File: config.mk
export PLATFORM = sky130hd
export DESIGN_NAME = bitmap_rle_row_decoder_flat
export DESIGN_NICKNAME = d
export VERILOG_FILES = /design/src/hw/rtl/brrd_pkg.sv /design/src/hw/rtl/brrd_intf.sv /design/src/hw/rtl/bitmap_rle_row_decoder.sv /design/src/hw/rtl/brrd_front.sv /design/src/hw/rtl/brrd_queue.sv /design/src/hw/rtl/brrd_back.sv /design/src/flat_wrapper.sv
export SDC_FILE = /design/constraint.sdc
export NUM_CORES = 1
export LEC_CHECK = 0
export BUFFER_PORTS_ARGS = -buffer_cell sky130_fd_sc_hd__buf_2
export CORE_MARGIN = 4
export CORE_UTILIZATION = 55
export CTS_CLUSTER_SIZE = 10
export DETAILED_ROUTE_END_ITERATION = 8
export PLACE_DENSITY = 0.73
export SETUP_SLACK_MARGIN = 0.4
export SYNTH_ARGS = -nofsm -noshare
export SYNTH_HDL_FRONTEND = slang
export SYNTH_SLANG_ARGS = --single-unit
File: constraint.sdc
create_clock -name clk_i -period 12.2 [get_ports clk_i]
set_input_delay 1.83 -clock clk_i [delete_from_list [all_inputs] [get_ports clk_i]]
set_output_delay 1.83 -clock clk_i [all_outputs]
set_load 0.005 [all_outputs]
File: src/hw/rtl/brrd_pkg.sv
// ----------------------------------------------------------------------------
// brrd_pkg
// Shared types and constants of the bitmap run-length row decoder.
// ----------------------------------------------------------------------------
package brrd_pkg;

  // up to two decoded bytes travel in each result
  localparam int unsigned BytesPerResult = 2;
  localparam int unsigned QueueDepth     = 4;

  localparam int unsigned RegIdxW = 2;
  localparam int unsigned RegDataW = 16;

  // configuration register indexes
  localparam logic [RegIdxW-1:0] RegImageWidth  = 2'd0;
  localparam logic [RegIdxW-1:0] RegImageHeight = 2'd1;
  localparam logic [RegIdxW-1:0] RegPixelDepth  = 2'd2;
  localparam logic [RegIdxW-1:0] RegRunCoded    = 2'd3;

  localparam logic [4:0] DepthReset = 5'd8;

  typedef struct packed {
    logic [7:0] in_byte;
    logic       frame_start;
  } in_item_t;

  typedef struct packed {
    logic [7:0] out_byte_a;
    logic [7:0] out_byte_b;
    logic [1:0] byte_count;
    logic       row_end;
    logic       image_done;
    logic       last_of_item;
  } out_item_t;

  typedef struct packed {
    logic [RegIdxW-1:0]  reg_index;
    logic [RegDataW-1:0] reg_data;
  } cfg_write_t;

  typedef struct packed {
    logic [15:0] image_width;
    logic [15:0] image_height;
    logic [4:0]  pixel_depth;
    logic        run_coded;
  } cfg_t;

  // one decoded packet piece handed from front to back
  typedef struct packed {
    logic [7:0] data_byte;
    logic [7:0] n_bytes;
    logic       row_end;
    logic       image_done;
  } cmd_t;

  typedef struct packed {
    logic push;
    logic full;
    logic pop;
    logic empty;
  } queue_ctl_t;

endpackage

File: src/hw/rtl/brrd_intf.sv
// ----------------------------------------------------------------------------
// brrd interfaces
// Valid/ready channels for input bytes, results and register writes.
// ----------------------------------------------------------------------------
interface brrd_in_if;
  logic                valid;
  logic                ready;
  brrd_pkg::in_item_t  payload;
  modport source (output valid, output payload, input ready);
  modport sink (input valid, input payload, output ready);
endinterface

interface brrd_out_if;
  logic                valid;
  logic                ready;
  brrd_pkg::out_item_t payload;
  modport source (output valid, output payload, input ready);
  modport sink (input valid, input payload, output ready);
endinterface

interface brrd_cfg_if;
  logic                 valid;
  logic                 ready;
  brrd_pkg::cfg_write_t payload;
  modport source (output valid, output payload, input ready);
  modport sink (input valid, input payload, output ready);
endinterface

File: src/hw/rtl/bitmap_rle_row_decoder.sv
// ----------------------------------------------------------------------------
// bitmap_rle_row_decoder
// Row decoder for raw or run-length coded bitmap pixel data.
// ----------------------------------------------------------------------------
// The front takes one coded byte per cycle while the command queue has room
// and turns it into a command; the back sends one result per cycle while
// the output is taken, from a registered output stage. A literal, raw or
// control byte gives one result, a repeat byte of a run of n bytes gives
// ceil(n/2) results, so a run of 128 gives 64 results. Input is refused
// only while the QueueDepth-entry command queue between the two is full, so
// several short items can pass during a run. Registers may be written at
// any time the block is idle; writes are always taken.
module bitmap_rle_row_decoder #(
  parameter int unsigned QueueDepth = brrd_pkg::QueueDepth
) (
  input  logic         clk_i,
  input  logic         rst_ni,
  brrd_in_if.sink      in_i,
  brrd_out_if.source   out_o,
  brrd_cfg_if.sink     cfg_i
);

  brrd_pkg::cfg_t       cfg_q;
  brrd_pkg::cmd_t       push_cmd, head_cmd;
  brrd_pkg::queue_ctl_t q_stat;
  logic                 push, pop;

  assign cfg_i.ready = 1'b1;

  always_ff @(posedge clk_i or negedge rst_ni) begin
    if (!rst_ni) begin
      cfg_q.image_width  <= 16'd0;
      cfg_q.image_height <= 16'd0;
      cfg_q.pixel_depth  <= brrd_pkg::DepthReset;
      cfg_q.run_coded    <= 1'b0;
    end else if (cfg_i.valid) begin
      case (cfg_i.payload.reg_index)
        brrd_pkg::RegImageWidth:  cfg_q.image_width  <= cfg_i.payload.reg_data;
        brrd_pkg::RegImageHeight: cfg_q.image_height <= cfg_i.payload.reg_data;
        brrd_pkg::RegPixelDepth:  cfg_q.pixel_depth  <= cfg_i.payload.reg_data[4:0];
        brrd_pkg::RegRunCoded:    cfg_q.run_coded    <= cfg_i.payload.reg_data[0];
        default:                  cfg_q <= cfg_q;
      endcase
    end
  end

  brrd_front u_front (
    .clk_i      (clk_i),
    .rst_ni     (rst_ni),
    .cfg_i      (cfg_q),
    .in_valid_i (in_i.valid),
    .in_item_i  (in_i.payload),
    .in_ready_o (in_i.ready),
    .q_full_i   (q_stat.full),
    .q_push_o   (push),
    .q_cmd_o    (push_cmd)
  );

  brrd_queue #(
    .Depth (QueueDepth)
  ) u_queue (
    .clk_i      (clk_i),
    .rst_ni     (rst_ni),
    .push_cmd_i (push_cmd),
    .head_cmd_o (head_cmd),
    .status_o   (q_stat),
    .push_i     (push),
    .pop_i      (pop)
  );

  brrd_back u_back (
    .clk_i       (clk_i),
    .rst_ni      (rst_ni),
    .head_cmd_i  (head_cmd),
    .q_empty_i   (q_stat.empty),
    .q_pop_o     (pop),
    .out_valid_o (out_o.valid),
    .out_ready_i (out_o.ready),
    .out_item_o  (out_o.payload)
  );

endmodule

File: src/hw/rtl/brrd_front.sv
// ----------------------------------------------------------------------------
// brrd_front
// Accepts coded bytes, tracks packet phase, columns and rows, and issues
// one command per byte.
// ----------------------------------------------------------------------------
module brrd_front (
  input  logic                clk_i,
  input  logic                rst_ni,
  input  brrd_pkg::cfg_t      cfg_i,
  input  logic                in_valid_i,
  input  brrd_pkg::in_item_t  in_item_i,
  output logic                in_ready_o,
  input  logic                q_full_i,
  output logic                q_push_o,
  output brrd_pkg::cmd_t      q_cmd_o
);

  localparam logic [1:0] PhControl = 2'd0;
  localparam logic [1:0] PhRepeat  = 2'd1;
  localparam logic [1:0] PhLiteral = 2'd2;

  logic [1:0]  phase_q, phase_d;
  logic [7:0]  lit_q, lit_d;
  logic [7:0]  rep_q, rep_d;
  logic [17:0] col_q, col_d;
  logic [15:0] row_q, row_d;
  logic        fin_q, fin_d;

  logic [1:0]  phase_e;
  logic [7:0]  lit_e, rep_e, lit_dec, add, v;
  logic [17:0] col_e, col_sum, row_bytes, w18;
  logic [15:0] row_e, row_inc;
  logic        fin_e, pkt_end, row_done, accept;

  assign accept     = in_valid_i && !q_full_i;
  assign in_ready_o = !q_full_i;
  assign q_push_o   = accept;
  assign v          = in_item_i.in_byte;
  assign w18        = {2'b00, cfg_i.image_width};

  always_comb begin
    case (cfg_i.pixel_depth)
      5'd1:    row_bytes = (w18 + 18'd7) >> 3;
      5'd24:   row_bytes = {1'b0, cfg_i.image_width, 1'b0} + w18;
      default: row_bytes = w18;
    endcase
  end

  always_comb begin
    // frame start restarts everything before the byte is decoded
    phase_e = in_item_i.frame_start ? PhControl : phase_q;
    lit_e   = in_item_i.frame_start ? 8'd0 : lit_q;
    rep_e   = in_item_i.frame_start ? 8'd0 : rep_q;
    col_e   = in_item_i.frame_start ? 18'd0 : col_q;
    row_e   = in_item_i.frame_start ? 16'd0 : row_q;
    fin_e   = in_item_i.frame_start ? 1'b0 : fin_q;

    phase_d = phase_e;
    lit_d   = lit_e;
    rep_d   = rep_e;
    add     = 8'd0;
    pkt_end = 1'b0;
    lit_dec = lit_e - 8'd1;
    q_cmd_o.data_byte = v;
    q_cmd_o.n_bytes   = 8'd0;

    if (fin_e) begin
      q_cmd_o.n_bytes = 8'd0;
    end else if (!cfg_i.run_coded) begin
      q_cmd_o.n_bytes = 8'd1;
      add     = 8'd1;
      pkt_end = 1'b1;
    end else begin
      case (phase_e)
        PhRepeat: begin
          q_cmd_o.n_bytes = rep_e;
          add     = rep_e;
          phase_d = PhControl;
          pkt_end = 1'b1;
        end
        PhLiteral: begin
          q_cmd_o.n_bytes = 8'd1;
          add   = 8'd1;
          lit_d = lit_dec;
          if (lit_dec == 8'd0) begin
            phase_d = PhControl;
            pkt_end = 1'b1;
          end
        end
        default: begin
          if (v > 8'h80) begin
            // 0x101 - v, kept to eight bits
            rep_d   = 8'd1 - v;
            phase_d = PhRepeat;
          end else if (v == 8'd0) begin
            phase_d = PhControl;
            pkt_end = 1'b1;
          end else begin
            lit_d   = v;
            phase_d = PhLiteral;
          end
        end
      endcase
    end

    col_sum  = col_e + {10'd0, add};
    row_inc  = row_e + 16'd1;
    row_done = pkt_end && (col_sum >= row_bytes);
    col_d    = row_done ? 18'd0 : col_sum;
    row_d    = row_done ? row_inc : row_e;
    fin_d    = fin_e || (row_done && (row_inc >= cfg_i.image_height));

    q_cmd_o.row_end    = row_done;
    q_cmd_o.image_done = fin_d;
  end

  always_ff @(posedge clk_i or negedge rst_ni) begin
    if (!rst_ni) begin
      phase_q <= PhControl;
      lit_q   <= 8'd0;
      rep_q   <= 8'd0;
      col_q   <= 18'd0;
      row_q   <= 16'd0;
      fin_q   <= 1'b0;
    end else if (accept) begin
      phase_q <= phase_d;
      lit_q   <= lit_d;
      rep_q   <= rep_d;
      col_q   <= col_d;
      row_q   <= row_d;
      fin_q   <= fin_d;
    end
  end

endmodule

File: src/hw/rtl/brrd_queue.sv
// ----------------------------------------------------------------------------
// brrd_queue
// Short command queue between the front and the back.
// ----------------------------------------------------------------------------
module brrd_queue #(
  parameter int unsigned Depth = brrd_pkg::QueueDepth
) (
  input  logic                   clk_i,
  input  logic                   rst_ni,
  input  brrd_pkg::cmd_t         push_cmd_i,
  output brrd_pkg::cmd_t         head_cmd_o,
  output brrd_pkg::queue_ctl_t   status_o,
  input  logic                   push_i,
  input  logic                   pop_i
);

  localparam int unsigned AddrW = (Depth > 1) ? $clog2(Depth) : 1;
  localparam logic [AddrW-1:0] LastAddr = AddrW'(Depth - 1);
  localparam logic [AddrW:0]   DepthCnt = (AddrW + 1)'(Depth);

  brrd_pkg::cmd_t     mem_q [Depth];
  logic [AddrW-1:0]   wr_q, rd_q;
  logic [AddrW:0]     cnt_q;
  logic               full, empty, do_push, do_pop;

  assign full    = (cnt_q == DepthCnt);
  assign empty   = (cnt_q == '0);
  assign do_push = push_i && !full;
  assign do_pop  = pop_i && !empty;

  assign head_cmd_o      = mem_q[rd_q];
  assign status_o.push   = do_push;
  assign status_o.full   = full;
  assign status_o.pop    = do_pop;
  assign status_o.empty  = empty;

  always_ff @(posedge clk_i) begin
    if (do_push) begin
      mem_q[wr_q] <= push_cmd_i;
    end
  end

  always_ff @(posedge clk_i or negedge rst_ni) begin
    if (!rst_ni) begin
      wr_q  <= '0;
      rd_q  <= '0;
      cnt_q <= '0;
    end else begin
      if (do_push) begin
        wr_q <= (wr_q == LastAddr) ? '0 : wr_q + 1'b1;
      end
      if (do_pop) begin
        rd_q <= (rd_q == LastAddr) ? '0 : rd_q + 1'b1;
      end
      case ({do_push, do_pop})
        2'b10:   cnt_q <= cnt_q + 1'b1;
        2'b01:   cnt_q <= cnt_q - 1'b1;
        default: cnt_q <= cnt_q;
      endcase
    end
  end

endmodule

File: src/hw/rtl/brrd_back.sv
// ----------------------------------------------------------------------------
// brrd_back
// Expands each command into results of up to two bytes, one per cycle while
// the output is taken, through a registered output stage.
// ----------------------------------------------------------------------------
module brrd_back (
  input  logic                clk_i,
  input  logic                rst_ni,
  input  brrd_pkg::cmd_t      head_cmd_i,
  input  logic                q_empty_i,
  output logic                q_pop_o,
  output logic                out_valid_o,
  input  logic                out_ready_i,
  output brrd_pkg::out_item_t out_item_o
);

  localparam logic [7:0] Bpr = 8'(brrd_pkg::BytesPerResult);

  brrd_pkg::cmd_t      cur_q;
  logic [7:0]          rem_q;
  logic                busy_q;
  logic                out_valid_q;
  brrd_pkg::out_item_t out_q;

  brrd_pkg::cmd_t      src;
  logic [7:0]          src_rem;
  logic [1:0]          cnt;
  logic                have, slot_free, emit, last;

  assign slot_free = !out_valid_q || out_ready_i;
  assign src       = busy_q ? cur_q : head_cmd_i;
  assign src_rem   = busy_q ? rem_q : head_cmd_i.n_bytes;
  assign have      = busy_q || !q_empty_i;
  assign emit      = have && slot_free;
  assign last      = (src_rem <= Bpr);
  assign cnt       = last ? src_rem[1:0] : 2'd2;
  // a command leaves the queue as soon as its first result goes out
  assign q_pop_o   = emit && !busy_q;

  assign out_valid_o = out_valid_q;
  assign out_item_o  = out_q;

  always_ff @(posedge clk_i) begin
    if (emit) begin
      cur_q                <= src;
      rem_q                <= src_rem - Bpr;
      out_q.out_byte_a     <= (cnt != 2'd0) ? src.data_byte : 8'd0;
      out_q.out_byte_b     <= (cnt == 2'd2) ? src.data_byte : 8'd0;
      out_q.byte_count     <= cnt;
      out_q.row_end        <= last && src.row_end;
      out_q.image_done     <= last && src.image_done;
      out_q.last_of_item   <= last;
    end
  end

  always_ff @(posedge clk_i or negedge rst_ni) begin
    if (!rst_ni) begin
      busy_q      <= 1'b0;
      out_valid_q <= 1'b0;
    end else begin
      if (emit) begin
        busy_q      <= !last;
        out_valid_q <= 1'b1;
      end else if (out_ready_i) begin
        out_valid_q <= 1'b0;
      end
    end
  end

endmodule

File: src/flat_wrapper.sv
// flat-port wrapper written by rule: the top's interface ports become plain ports
module bitmap_rle_row_decoder_flat 
#(
  parameter int unsigned QueueDepth = brrd_pkg::QueueDepth
)
  (clk_i, rst_ni, in_i_valid, in_i_payload, in_i_ready, out_o_valid, out_o_payload, out_o_ready, cfg_i_valid, cfg_i_payload, cfg_i_ready);
  brrd_in_if in_i_i ();
  brrd_out_if out_o_i ();
  brrd_cfg_if cfg_i_i ();
  input  logic clk_i;
  input  logic rst_ni;
  input wire logic [$bits(in_i_i.valid)-1:0] in_i_valid;
  input wire logic [$bits(in_i_i.payload)-1:0] in_i_payload;
  output wire logic [$bits(in_i_i.ready)-1:0] in_i_ready;
  output wire logic [$bits(out_o_i.valid)-1:0] out_o_valid;
  output wire logic [$bits(out_o_i.payload)-1:0] out_o_payload;
  input wire logic [$bits(out_o_i.ready)-1:0] out_o_ready;
  input wire logic [$bits(cfg_i_i.valid)-1:0] cfg_i_valid;
  input wire logic [$bits(cfg_i_i.payload)-1:0] cfg_i_payload;
  output wire logic [$bits(cfg_i_i.ready)-1:0] cfg_i_ready;
  assign in_i_i.valid = in_i_valid;
  assign in_i_i.payload = in_i_payload;
  assign in_i_ready = in_i_i.ready;
  assign out_o_valid = out_o_i.valid;
  assign out_o_payload = out_o_i.payload;
  assign out_o_i.ready = out_o_ready;
  assign cfg_i_i.valid = cfg_i_valid;
  assign cfg_i_i.payload = cfg_i_payload;
  assign cfg_i_ready = cfg_i_i.ready;
  bitmap_rle_row_decoder #(.QueueDepth(QueueDepth)) u_core (.clk_i(clk_i), .rst_ni(rst_ni), .in_i(in_i_i), .out_o(out_o_i), .cfg_i(cfg_i_i));
endmodule
==> impl_metrics.csv, run 1 <==
group,metric,value,unit
critical_path,critPathKind,"in2reg",
min_path,hold_depth,2,
critical_path,crit_path_end_kind,"flip-flop",
timing,holdWs,459,ps
clocking,numCtsBuffers,26,
clocking,h-tree-depth,1,
timing,hold_viol_final,0,
synth,avgSynthCellArea,10.9,um2
layout,synthToLayoutAreaGrowth,10.8,%
route,antenna_left,0,
timing,period_minus_slack,7390,ps
layout,layout-drive-gt1-share,15.1,%
timing,setup_viol_count_final,0,
synth,yosysWarnings,0,
global_route,gr-total-overflow,0,
layout,final_nets,1254,
clocking,clockBufferDepth,3,
outcome,status,"finished clean",
clocking,clkLatencyLatePin,530,ps
die,dieArea,24200,um2
timing,rsz0062_at_grt,"false",
job,max_cap_viol_count,0,
clocking,cts_hold_buf,0,
clocking,cts_setup_buffers,0,
global_route,grt_use_total,22.1,%
synth,synth_cells,1096,
power_and_ir_drop,power.leakage,5.58,nW
route,drt-vias-per-instance,5.94,
critical_path,cp.required,12660,ps
critical_path,reg2reg_from,"u_core.u_front.phase_q[1]$_DFFE_PN0P_",
route,wl,26100,um
min_path,min_from,"u_core.u_front.col_q[7]$_DFFE_PN0P_",
power_and_ir_drop,totalPowerFinal,0.00255,W
die,core,21200,um2
global_route,grt_pass1_vias,8472,
clocking,cts_resized,0,
die,rows,53,
clocking,cts.sinks,211,
timing,worst_pin_slew,960,ps
min_path,hold_class,"reg2reg",
critical_path,cp_max_fo,44,
power_and_ir_drop,power_per_cell_area,192,nW/um2
die,num_io_pins,56,
synth,syn_area,12000,um2
critical_path,rrSetupSlack,6430,ps
layout,layout_commonest_cell,"edfxtp_1",
placed_design,hpwl,18600,um
route,post_drt_wl_per_cell,18.2,um
die,die_h,156,um
synth,synth_fp_nets,1208,
clocking,cts_tree,"done",
timing,fmax,135,MHz
clocking,clk_pin_slew_worst_paths,60,ps
timing,fin_crit_sh,60.6,%
critical_path,startpoint_type,"primary input",
layout,fillers,1718,
critical_path,cp.arrival,7850,ps
die,initial_core_util,56.5,%
route,remaining_drc_errors,0,
route,vias,8541,
global_route,antenna_found_initial,0,
placed_design,place.gp.congestion,0.913,
timing,tns,0,ps
synth,synth-main-ff-cell,"edfxtp_1",
synth,synthDistinctLibCells,73,
die,die_x,156,um
timing,slew_violations,0,
clocking,cts_root_buf,"clkbuf_16",
critical_path,regToRegEndpoint,"u_core.u_front.row_q[12]$_DFFE_PN0P_",
power_and_ir_drop,peakVddDrop,0.104,mV
synth,async_flop_share,47.4,%
synth,synth-seq-area-share,48.7,%
synth,synth-edff-count,111,
timing,clock_skew,15.7,ps
global_route,grt_max_degree,68,
min_path,min_to,"u_core.u_front.col_q[7]$_DFFE_PN0P_",
route,drt_iter0_drc,508,
layout,layout_common_cells,"111 x edfxtp_1, 100 x nand2_1, 99 x dfrtp_1, 81 x nor2_1, 77 x ha_1",
global_route,grt_pass1_wl,43800,um
critical_path,reg2reg_depth,21,
layout,n_antenna_cell,0,
synth,synth-seq-cells,211,
route,first_pass_iters,5,
placed_design,io_buffers,54,
timing,slew_headroom,36.0,%
Yosys cell counts, types with 4 or more instances:
cell	instances	area share (%)
edfxtp_1	111	28
nand2_1	100	3.1
dfrtp_1	99	21
nor2_1	81	2.5
ha_1	77	8.0
inv_1	65	2.0
o21ai_0	58	2.4
a21oi_1	45	1.9
mux2_2	39	3.7
xnor2_1	38	2.8
clkbuf_1	32	1.0
nand3_1	31	1.3
xor2_1	26	1.9
nor2b_1	24	1.3
a22o_1	18	1.3
and3_1	18	0.94
mux4_2	18	3.4
mux2i_1	17	1.4
and2_1	15	0.78
nor3_1	15	0.63
a31oi_1	12	0.63
nand4_1	12	0.63
a211oi_1	8	0.50
a21o_1	8	0.50
o221ai_1	8	0.58
a222oi_1	7	0.58
nand2b_1	6	0.31
nand3b_1	6	0.38
a31o_2	5	0.37
buf_2	5	0.21
nor3b_1	5	0.31
o21a_1	5	0.31
o31ai_1	5	0.31
a22oi_1	4	0.25
buf_1	4	0.13
o211ai_1	4	0.25
o22ai_1	4	0.21
metrics by stage:
stage                     cells  worst slack, ps  cell area, um2  utilization [%]
final                      1437             4810           13300             62.5
after global routing       1437             4230           13300             62.5
after CTS                  1437             4900           13300             62.5
after detailed placement   1389             4360           12500             58.9
after global placement     1389             4580           12500             58.9
after floorplan            1096             5450           12000                -
critical path, stage by stage:
cell and delay, ps:
buf_2 70, buf_4 410, inv_1 170, nand2_1 140, inv_1 50, ha_1 470, o21ai_0 220, and2_1 220
ha_1 210, inv_1 60, fa_1 400, nor2b_1 160, o31a_1 150, o21ai_0 130, a21oi_1 440, xor2_1 290
ha_1 290, o21ai_0 180, o21bai_1 90, o311a_1 340, o22ai_2 510, inv_2 400, o21ai_2 400, a22o_1 180
flip-flops by register name, summed over array words and instances (netlist names), 2 cells and up:
signal                    count
u_core.u_queue.mem_q         72
u_core.u_front.row_q         16
u_core.u_queue.rd_q           2
u_core.u_front.col_q         18
u_core.u_queue.cnt_q          3
u_core.u_front.phase_q        2
u_core.u_front.rep_q          8
u_core.u_front.lit_q          8
u_core.u_back.rem_q           8
u_core.u_back.cur_q          10
u_core.u_back.out_item_o     21
u_core.cfg_q                 38
u_core.u_queue.wr_q           2
how the worst max path moves through the flow:
| stage | startpoint | to | slack (ps) | cells after the start |
|---|---|---|---|---|
| final | in_i_payload[0] | u_core.u_front.row_q[12]$_DFFE_PN0P_ | 4810 | 24 |
| after global routing | in_i_payload[0] | u_core.u_front.row_q[12]$_DFFE_PN0P_ | 4230 | 26 |
| after detailed placement | in_i_payload[0] | u_core.u_front.row_q[1]$_DFFE_PN0P_ | 4360 | 24 |
| after global placement | in_i_payload[0] | u_core.u_front.row_q[3]$_DFFE_PN0P_ | 4580 | 24 |
| after CTS | in_i_payload[0] | u_core.u_front.row_q[11]$_DFFE_PN0P_ | 4900 | 24 |
| after floorplan | in_i_payload[0] | u_core.u_front.row_q[13]$_DFFE_PN0P_ | 5450 | 26 |
power by group:
| part | switching, W | internal (W) | leakage [nW] |
|---|---|---|---|
| Clock | 0.000284 | 0.000416 | 0.376 |
| Sequential | 0.000108 | 0.000950 | 2.33 |
| Combinational | 0.000445 | 0.000345 | 2.87 |
| Total | 0.000836 | 0.00171 | 5.58 |
layout make-up:
cell class	instances	area [um2]	share of cell area [%]
tap	275	344	2.59
timing repair buffer	62	333	2.51
inverter	68	255	1.92
clock buffer	45	752	5.67
clock inverter	3	30.0	0.226
multi-input combinational	773	5720	43.1
sequential	211	5840	44.0
layer usage:
metal  up-vias  global-route usage, %  part of all wire [%]
li1       4102                      -                     -
met1      4201                   30.0                    44
met2       200                   38.1                    50
met3        38                   2.72                   4.7
met4         0                   5.50                   1.9
met5         -                      0                     0
kinds of logic (layout without fill, tap and decap cells):
group / count (synthesis) / count (layout) / synth area share, %
buf+inv: 112 / 178 / 3.69
other cells: 1 / 1 / 0.0313
xor+xnor: 64 / 64 / 4.68
mux: 74 / 74 / 8.47
flops: 211 / 211 / 48.7
simple gates: 333 / 333 / 13.4
compound gates: 221 / 221 / 12.4
fa+ha+maj: 80 / 80 / 8.54
Power figures use the tool's default switching activity.
==> run 2: changes to the inputs <==
clock period = 6.9 ns   (was 12.2 ns; I/O delays follow)
==> run 2 against run 1 <==
Against the previous run: global-route usage down 0.052 points; highest routed layer unchanged; critical path type unchanged; largest power group unchanged; first-iteration DRC count up 55%; sequential power up 76%; design area down 0.12%.
==> impl_metrics.csv, run 2 (synthesis gave the netlist of run 1 again) <==
group,metric,value,unit
layout,final_nets,1256,
timing,holdWs,456,ps
clocking,cts_resized,0,
layout,fin_cells,1437,
die,core,21200,um2
timing,fin_crit_sh,84.6,%
die,initial_core_util,56.5,%
layout,seq_area,5840,um2
layout,layout_common_cells,"111 x edfxtp_1, 100 x nand2_1, 99 x dfrtp_1, 81 x nor2_1, 77 x ha_1",
global_route,grt_pass1_wl,43600,um
layout,layout_commonest_cell,"edfxtp_1",
global_route,grt_max_degree,56,
timing,fmax,171,MHz
power_and_ir_drop,power_per_cell_area,340,nW/um2
timing,tns,0,ps
layout,final_core_util,62.5,%
global_route,grt_use_total,22.0,%
critical_path,startpoint_type,"primary input",
layout,synthToLayoutAreaGrowth,10.6,%
layout,layout-drive-gt1-share,14.9,%
global_route,gr-total-overflow,0,
clocking,cts_root_buf,"clkbuf_16",
min_path,min_from,"u_core.u_front.col_q[7]$_DFFE_PN0P_",
critical_path,crit_path_end_kind,"flip-flop",
critical_path,critPathMaxStageDelay,480,ps
layout,regMostFlops,"u_core.u_queue.mem_q",
critical_path,cp_max_fo,15,
clocking,clkLatencyLatePin,540,ps
job,max_cap_viol_count,0,
min_path,hold_class,"reg2reg",
timing,slew_headroom,30.8,%
placed_design,post-place-cells,1392,
critical_path,cp.required,7370,ps
layout,n_antenna_cell,0,
die,die_x,156,um
timing,slew_violations,0,
die,die_h,156,um
global_route,grt_pass1_vias,8353,
critical_path,reg2reg_from,"u_core.u_front.phase_q[0]$_DFFE_PN0P_",
timing,setup_viol_count_final,0,
clocking,clk_pin_slew_worst_paths,60,ps
route,post_drt_wl_per_cell,18.5,um
timing,clock_skew,15.6,ps
critical_path,cp.arrival,6310,ps
route,drt-vias-per-instance,5.97,
placed_design,place.gp.congestion,0.877,
timing,worst_pin_slew,1040,ps
critical_path,slowest_stage,"a21oi_1",
route,vias,8585,
die,dieArea,24200,um2
min_path,min_to,"u_core.u_front.col_q[7]$_DFFE_PN0P_",
placed_design,io_buffers,54,
critical_path,rrSetupSlack,1620,ps
critical_path,regToRegEndpoint,"u_core.u_front.row_q[12]$_DFFE_PN0P_",
layout,stdcell_area,13300,um2
route,remaining_drc_errors,0,
critical_path,critPathKind,"in2reg",
outcome,status,"finished clean",
clocking,cts_tree,"done",
layout,largest_reg_flops,72,
die,rows,53,
route,drt_iter0_drc,786,
clocking,h-tree-depth,1,
clocking,cts_hold_buf,0,
route,first_pass_iters,6,
placed_design,hpwl,18600,um
die,num_io_pins,56,
layout,multi_input_area,5720,um2
power_and_ir_drop,power.leakage,5.57,nW
timing,period_minus_slack,5840,ps
min_path,hold_depth,2,
placed_design,placed_area,12500,um2
route,antenna_left,0,
clocking,clockBufferDepth,3,
clocking,cts.sinks,211,
route,wl,26600,um
timing,hold_viol_final,0,
layout,fillers,1657,
global_route,antenna_found_initial,0,
clocking,cts_setup_buffers,0,
power_and_ir_drop,peakVddDrop,0.236,mV
clocking,numCtsBuffers,25,
timing,rsz0062_at_grt,"false",
critical_path,reg2reg_depth,25,
==> run 2: changes by cell type in the layout (fill, tap and decap cells not counted), sizes merged <==
cell / before / now
buf: 62 / 65
bufinv: 0 / 1
clkbuf: 45 / 43
clkinv: 2 / 0
==> run 2: worst max-delay path by stage <==
stage                    startpoint                                    to  slack, ps
detailed placement  in_i_payload[0]  u_core.u_front.row_q[12]$_DFFE_PN0P_        590
global placement    in_i_payload[0]   u_core.u_front.row_q[3]$_DFFE_PN0P_        820
floorplan           in_i_payload[0]  u_core.u_front.row_q[13]$_DFFE_PN0P_        940
global route        in_i_payload[0]  u_core.u_front.row_q[12]$_DFFE_PN0P_        520
CTS                 in_i_payload[0]  u_core.u_front.row_q[12]$_DFFE_PN0P_       1150
finish              in_i_payload[0]  u_core.u_front.row_q[12]$_DFFE_PN0P_       1060
==> run 2: per-stage QoR <==
step                      setup WS [ps]  power, W
after floorplan                     942   0.00289
after global placement              817   0.00323
after detailed placement            585   0.00330
after CTS                          1150   0.00453
after global routing                519   0.00478
final                              1060   0.00450
==> run 2: power by group <==
part           switching [W]  internal, W
clock               0.000498     0.000718
sequential          0.000188      0.00168
combinational       0.000807     0.000613
==> run 2: worst max-delay path: cells and delay by family <==
kind            cells  cell delay, ps
compound gates      9            1660
buf+inv             6             770
simple gates        8            1520
fa+ha+maj           4            1110
xor+xnor            1             210
==> run 2: routing by layer <==
metal / vias up / GRT usage [%] / share of wire (%)
met5: - / 0 / 0
met4: 0 / 4.63 / 1.6
met3: 33 / 2.80 / 4.7
met2: 235 / 38.4 / 50
met1: 4215 / 29.9 / 44
li1: 4102 / - / -
==> run 2: final cells by class <==
cell class / count / area share (%)
Clock inverter: 2 / 0.378
Multi-Input combinational cell: 773 / 43.2
Timing Repair Buffer: 65 / 2.68
Tap cell: 275 / 2.60
Clock buffer: 43 / 5.23
Inverter: 68 / 1.93
Sequential cell: 211 / 44.0
